--- src/design/tevd_pkg.sv ---
package tevd_pkg;

  localparam int NUM_SLOTS_DEF = 10;
  localparam int SLOT_LIMIT    = 16;
  localparam int SIZE_W        = 17;
  localparam int COORD_W       = 16;
  localparam int MASK_W        = 10;
  localparam int CFG_IDX_W     = 2;

  localparam logic [16:0] SIZE_X_RST = 17'd14400;
  localparam logic [16:0] SIZE_Y_RST = 17'd32000;

  // Register indexes of the configuration port
  localparam logic [CFG_IDX_W-1:0] REG_SIZE_X     = 2'd0;
  localparam logic [CFG_IDX_W-1:0] REG_SIZE_Y     = 2'd1;
  localparam logic [CFG_IDX_W-1:0] REG_WIDE_COORD = 2'd2;

  // Event codes in byte 0
  localparam logic [7:0] EVT_NONE   = 8'h00;
  localparam logic [7:0] EVT_READY  = 8'h03;
  localparam logic [7:0] EVT_ENTER  = 8'h13;
  localparam logic [7:0] EVT_MOTION = 8'h23;
  localparam logic [7:0] EVT_LEAVE  = 8'h33;

  localparam logic MODE_DECODE  = 1'b0;
  localparam logic MODE_RELEASE = 1'b1;

  typedef enum logic [2:0] {
    ACT_NONE    = 3'd0,
    ACT_CONTACT = 3'd1,
    ACT_LIFT    = 3'd2,
    ACT_RELEASE = 3'd3,
    ACT_RESTART = 3'd4
  } action_t;

  typedef struct packed {
    logic       mode;
    logic [7:0] event_id;
    logic [7:0] slot_byte;
    logic [7:0] x_low;
    logic [7:0] xy_mix;
    logic [7:0] y_byte;
    logic [7:0] angle_or_yhigh;
    logic [7:0] area_byte;
    logic [7:0] extra_byte;
    logic       first_in_batch;
    logic       last_in_batch;
  } evt_t;

  typedef struct packed {
    action_t                action;
    logic [3:0]             slot;
    logic [COORD_W-1:0]     pos_x;
    logic [COORD_W-1:0]     pos_y;
    logic [9:0]             touch_major;
    logic [9:0]             touch_minor;
    logic signed [7:0]      orientation;
    logic                   touching;
    logic [MASK_W-1:0]      active_mask;
    logic                   frame_end;
  } res_t;

  typedef struct packed {
    logic [SIZE_W-1:0] size_x;
    logic [SIZE_W-1:0] size_y;
    logic              wide_coord;
  } cfg_t;

  // Clamp a coordinate to size - 1; a size of zero clamps to zero
  function automatic logic [COORD_W-1:0] clamp_coord(input logic [COORD_W-1:0] v,
                                                     input logic [SIZE_W-1:0]  size);
    logic [SIZE_W-1:0] lim;
    lim = (size == '0) ? '0 : size - 1'b1;
    if ({1'b0, v} > lim) begin
      return lim[COORD_W-1:0];
    end
    return v;
  endfunction

endpackage

--- src/design/touch_event_decoder.sv ---
// Channel   Direction  Handshake            Payload
// evt       in         evt_valid/evt_stall  tevd_pkg::evt_t, one FIFO event or release-all
// res       out        res_valid/res_stall  tevd_pkg::res_t, one result per event
// cfg       in         cfg_we               cfg_index selects size_x, size_y, wide_coord
//
// One request per cycle sustained while res_stall is low; a request accepted into the input
// register is decoded combinationally and loaded into the result register when it advances.
// Slot mask, touching flag and batch skip state advance when a request enters the result
// register, so results leave in request order.
// Reset (rst, synchronous) empties both registers, clears all state and restores the sizes.
// A stall on the result side holds the result; the input register takes one more request,
// then evt_stall stays high while it is full and the result is held.
module touch_event_decoder #(
  parameter int NUM_SLOTS = tevd_pkg::NUM_SLOTS_DEF
) (
  input  logic                               clk,
  input  logic                               rst,
  input  logic                               evt_valid,
  output logic                               evt_stall,
  input  tevd_pkg::evt_t                     evt,
  output logic                               res_valid,
  input  logic                               res_stall,
  output tevd_pkg::res_t                     res,
  input  logic                               cfg_we,
  input  logic [tevd_pkg::CFG_IDX_W-1:0]     cfg_index,
  input  logic [tevd_pkg::SIZE_W-1:0]        cfg_data
);
  import tevd_pkg::*;

  // Configuration registers
  cfg_t cfg;

  // Input register
  logic evt_full;
  evt_t evt_hold;

  // Decoder state
  logic [NUM_SLOTS-1:0] active;
  logic                 touch;
  logic                 skip;

  logic [NUM_SLOTS-1:0] active_next;
  logic                 touch_next;
  logic                 skip_next;
  res_t                 res_next;

  logic advance;

  // Move the held request forward when the result register is empty or being drained
  assign advance   = evt_full && (!res_valid || !res_stall);
  assign evt_stall = evt_full && !advance;

  always_ff @(posedge clk) begin
    if (rst) begin
      cfg.size_x     <= SIZE_X_RST;
      cfg.size_y     <= SIZE_Y_RST;
      cfg.wide_coord <= 1'b0;
    end else if (cfg_we) begin
      case (cfg_index)
        REG_SIZE_X:     cfg.size_x     <= cfg_data;
        REG_SIZE_Y:     cfg.size_y     <= cfg_data;
        REG_WIDE_COORD: cfg.wide_coord <= cfg_data[0];
        default:        ;
      endcase
    end
  end

  // Capture a request whenever the input register is free or emptying
  always_ff @(posedge clk) begin
    if (rst) begin
      evt_full <= 1'b0;
    end else if (evt_valid && !evt_stall) begin
      evt_full <= 1'b1;
    end else if (advance) begin
      evt_full <= 1'b0;
    end
  end

  always_ff @(posedge clk) begin
    if (evt_valid && !evt_stall) begin
      evt_hold <= evt;
    end
  end

  tevd_decode #(
    .NUM_SLOTS (NUM_SLOTS)
  ) u_decode (
    .evt         (evt_hold),
    .cfg         (cfg),
    .active      (active),
    .touch       (touch),
    .skip        (skip),
    .res         (res_next),
    .active_next (active_next),
    .touch_next  (touch_next),
    .skip_next   (skip_next)
  );

  // State advances together with the result register load
  always_ff @(posedge clk) begin
    if (rst) begin
      active <= '0;
      touch  <= 1'b0;
      skip   <= 1'b0;
    end else if (advance) begin
      active <= active_next;
      touch  <= touch_next;
      skip   <= skip_next;
    end
  end

  always_ff @(posedge clk) begin
    if (rst) begin
      res_valid <= 1'b0;
    end else if (advance) begin
      res_valid <= 1'b1;
    end else if (!res_stall) begin
      res_valid <= 1'b0;
    end
  end

  always_ff @(posedge clk) begin
    if (advance) begin
      res <= res_next;
    end
  end

endmodule

--- src/design/tevd_decode.sv ---
module tevd_decode #(
  parameter int NUM_SLOTS = tevd_pkg::NUM_SLOTS_DEF
) (
  input  tevd_pkg::evt_t        evt,
  input  tevd_pkg::cfg_t        cfg,
  input  logic [NUM_SLOTS-1:0]  active,
  input  logic                  touch,
  input  logic                  skip,
  output tevd_pkg::res_t        res,
  output logic [NUM_SLOTS-1:0]  active_next,
  output logic                  touch_next,
  output logic                  skip_next
);
  import tevd_pkg::*;

  localparam logic [4:0] SLOT_CNT = 5'(NUM_SLOTS);

  logic [3:0]           slot;
  logic                 slot_ok;
  logic [NUM_SLOTS-1:0] slot_hot;
  logic [COORD_W-1:0]   x;
  logic [COORD_W-1:0]   y;
  logic [5:0]           major;
  logic [5:0]           minor;
  logic [SLOT_LIMIT-1:0] mask_wide;
  logic                 skipping;

  assign slot     = evt.slot_byte[7:4];
  assign slot_ok  = {1'b0, slot} < SLOT_CNT;
  assign slot_hot = {{(NUM_SLOTS-1){1'b0}}, 1'b1} << slot;
  assign major    = {evt.event_id[3:2], evt.area_byte[7:4]};
  assign minor    = {evt.extra_byte[7:6], evt.area_byte[3:0]};

  always_comb begin
    if (cfg.wide_coord) begin
      x = {evt.xy_mix, evt.x_low};
      y = {evt.angle_or_yhigh, evt.y_byte};
    end else begin
      x = {4'd0, evt.xy_mix[3:0], evt.x_low};
      y = {4'd0, evt.y_byte, evt.xy_mix[7:4]};
    end
  end

  always_comb begin
    res         = '0;
    res.action  = ACT_NONE;
    active_next = active;
    touch_next  = touch;
    skip_next   = skip;
    skipping    = 1'b0;
    if (evt.mode == MODE_RELEASE) begin
      res.action  = ACT_RELEASE;
      active_next = '0;
      touch_next  = 1'b0;
      res.frame_end = 1'b1;
    end else begin
      skipping      = skip && !evt.first_in_batch;
      res.frame_end = evt.last_in_batch;
      if (!skipping) begin
        case (evt.event_id)
          EVT_NONE: begin
            skipping = 1'b1;
          end
          EVT_ENTER, EVT_MOTION: begin
            if (slot_ok) begin
              res.action      = ACT_CONTACT;
              res.slot        = slot;
              res.pos_x       = clamp_coord(x, cfg.size_x);
              res.pos_y       = clamp_coord(y, cfg.size_y);
              res.touch_major = {major, 4'd0};
              res.touch_minor = {minor, 4'd0};
              res.orientation = cfg.wide_coord ? 8'sd0 : $signed(evt.angle_or_yhigh);
              active_next     = active | slot_hot;
              touch_next      = 1'b1;
            end
          end
          EVT_LEAVE: begin
            if (slot_ok) begin
              res.action  = ACT_LIFT;
              res.slot    = slot;
              active_next = active & ~slot_hot;
              if ((active & ~slot_hot) == '0) begin
                touch_next = 1'b0;
              end
            end
          end
          EVT_READY: begin
            res.action = ACT_RESTART;
          end
          default: begin
            res.action = ACT_NONE;
          end
        endcase
      end
      skip_next = skipping && !evt.last_in_batch;
    end
    res.touching    = touch_next;
    mask_wide       = SLOT_LIMIT'(active_next);
    res.active_mask = mask_wide[MASK_W-1:0];
  end

endmodule

--- config.mk ---
export PLATFORM = sky130hd
export DESIGN_NAME = touch_event_decoder
export DESIGN_NICKNAME = d
export VERILOG_FILES = /design/src/design/tevd_pkg.sv /design/src/design/touch_event_decoder.sv /design/src/design/tevd_decode.sv
export SDC_FILE = /design/constraint.sdc
export NUM_CORES = 1
export LEC_CHECK = 0
export ABC_AREA = 1
export BUFFER_PORTS_ARGS = -buffer_cell sky130_fd_sc_hd__buf_2
export CAP_MARGIN = 25
export CORE_AREA = 10 10 136 138
export CTS_CLUSTER_SIZE = 40
export DETAILED_ROUTE_END_ITERATION = 8
export DIE_AREA = 0 0 146 148
export PLACE_DENSITY_LB_ADDON = 0.08
export RECOVER_POWER = 50
export SLEW_MARGIN = 20
export SYNTH_ARGS = -nofsm -noshare
export SYNTH_HDL_FRONTEND = slang
export SYNTH_SLANG_ARGS = --single-unit
export TNS_END_PERCENT = 30
--- constraint.sdc ---
create_clock -name clk -period 4.2 [get_ports clk]
set_clock_uncertainty 0.2 [all_clocks]
set_input_delay 0.42 -clock clk [delete_from_list [all_inputs] [get_ports clk]]
set_output_delay 0.42 -clock clk [all_outputs]
set_load 0.01 [all_outputs]
==> qor.yml <==
hold_violations: 0
route.layer.met1.wl_um: 8680
insertion_delay_ns: 0.45
ant_nets: 0
grt_overflow: 0
p_per_area_nw_per_um2: 379
leakage_nw: 4.81
hold_path.class: "in -> reg"
clock.fmax_ghz: 0.265
cts_root_buf: "clkbuf_16"
drv_cap: 1
netlist.area_leader.share_pct: 44.4
floorplan.initialDensity_pct: 55.1
first_pass_iters: 5
antenna_found_initial: 5
routed-wl-met2_um: 9610
vias: 6934
critPathKind: "reg -> reg"
ys_seq_elements: 177
netlist_area_um2: 8650
holdWs_ns: 0.0264
worstSetupEndpointType: "register"
avgSynthCellArea_um2: 8.97
synth-edff-count: 128
worst_pin_slew_ns: 2.02
wl_per_cell_um: 14.3
ctsLongestPathBuffers: 2
viasPerCell: 4.90
track_usage_pct: 18.6
cts_max_level: 4
cts_tree: "yes"
final_common_cell: "nand2_1"
drive_above_1_share_pct: 12.4
area_growth_pct: 24.4
violations: "max-capacitance violations, max-slew violations"
yosysTopAreaCell: "edfxtp_1"
wl_met3_um: 1690
yosys-top-cells-area: "edfxtp_1, dfxtp_1, nand2_1"
highest_layer: "met5"
setup_violations: 0
die-area_um2: 21600
num_rows: 46
yosysSeqAreaShare_pct: 55.8
slew_viol_final: 43
vdd_ir_drop_max_mv: 0.314
synth.distinct_cells: 40
finalSetupTns_ns: 0
final_cell_mix: "nand2_1, nor2_1, edfxtp_1"
syn_inst: 965
slew_headroom_pct: -34.5
io_pins: 172
drc: 0
die_w_um: 146
synth_flop_cell: "edfxtp_1"
wirelength_um: 20200
die_h_um: 148
gp_congestion: 0.838
fin_crit_sh_pct: 90.0
start_kind: "register"
core_area_um2: 15700
required_ns: 4.20
period_minus_slack_ns: 3.78
rsz0062_at_grt: "no"
cts_buffers: 17
io_buffers: 153
status: "finished, violations left"
cp.arrival_ns: 3.78
clkSinkCount: 177
num-fill-cells: 1331
nNetsFinal: 1307
grt_pass1_vias: 6815
grt_max_degree: 43
drt-initial-drc-count: 336
ys_warn_count: 0
async_flop_share_pct: 0
dp_hpwl_um: 14400
grt_pass1_wl_um: 32700
path_max_fanout: 12
cts.clk_slew.worst_paths_ns: 0.07
flip-flops by register name, summed over array words and instances (netlist names):
signal / cells
touch: 1
cfg: 35
active: 10
skip: 1
res: 71
evt_full: 1
res_valid: 1
evt_hold: 57
critical path: stages (launching register included):
cell and delay [ns]:
dfxtp_1 0.30, inv_1 0.12, ha_1 0.27, nand4_2 0.21, nor2_2 0.20, nand2_1 0.10
nor3_1 0.47, nor2_1 0.12, inv_1 0.08, ha_1 0.23, a21oi_1 0.21, nor3_1 0.08
nor3_1 0.13, nand2_1 0.08, nand2_1 0.05, nand2_1 0.04, nand2_1 0.05, nand2_1 0.07
nand2_1 0.29, nand2_1 0.10, nand2_1 0.08, nor2_1 0.04
metrics by stage:
stage               power [mW]  utilization [%]  setup slack, ns  cells  instance area [µm²]
floorplan                 2.37                -            0.677    974                 8690
global placement          2.51             61.2            0.490   1314                 9610
detailed placement        2.52             61.3            0.444   1315                 9640
CTS                       4.12             69.1            0.421   1410                10900
global route              4.27             68.4           0.0244   1412                10800
finish                    4.08             68.5            0.422   1416                10800
cell usage after synthesis, types with 6 or more instances:
cell	n
nand3_1	34
edfxtp_1	128
nor2_1	145
nand2_1	203
inv_1	119
ha_1	34
buf_4	12
a21oi_1	59
or2_2	6
o21ai_0	70
nor3_1	10
clkbuf_1	15
buf_2	8
dfxtp_1	49
xor2_1	21
nand4_1	6
power breakdown:
group          switching (mW)  leakage, nW  internal (mW)
sequential             0.0429         1.67           1.96
clock                   0.752        0.284          0.799
combinational           0.316         2.86          0.212
logic make-up (layout without fill, tap and decap cells):
group / Yosys count / count (layout) / synth area share, %
xor gates and xnor gates: 21 / 21 / 2.13
DFF: 177 / 177 / 55.8
buffers and inverters: 162 / 383 / 7.68
other: 1 / 15 / 0.0433
and+or+nand+nor: 426 / 426 / 20.8
AOI/OAI and AO/OA: 144 / 144 / 8.72
adders and majority gates: 34 / 34 / 4.92
routing by layer:
metal  up-vias  track usage, %
met5         -               0
met4         4            3.75
met3        19            7.63
met2       176            30.6
met1      3156            22.7
li1       3579               -
layout make-up:
class | count | area, µm² | area share (%)
tap | 216 | 270 | 2.51
antenna | 5 | 12.5 | 0.116
sequential | 177 | 4820 | 44.8
timing repair buffer | 226 | 1400 | 13.0
clock buffer | 18 | 429 | 3.99
clock inverter | 14 | 156 | 1.45
multi-input combinational | 635 | 3200 | 29.7
inverter | 125 | 475 | 4.42
worst paths after layout:
| kind | startpoint | end | slack (ns) | cells after the start |
|---|---|---|---|---|
| max | cfg[18] | res[66] | 0.42 | 21 |
| min | cfg_data[8] | cfg[9] | 0.03 | 3 |
| max reg2reg | cfg[18] | res[66] | 0.42 | 21 |
| min reg2reg | skip | skip | 0.27 | 2 |
what timing repair did:
| item | in CTS | in global routing |
|---|---|---|
| hold buffers | 63 | 0 |
| endpoints found under the setup margin | 0 | 16 |
| gates resized for setup | 0 | 3 |
| endpoints found under the hold margin | 66 | 0 |
| setup buffers | 0 | 0 |
Power figures use the tool's default switching activity.
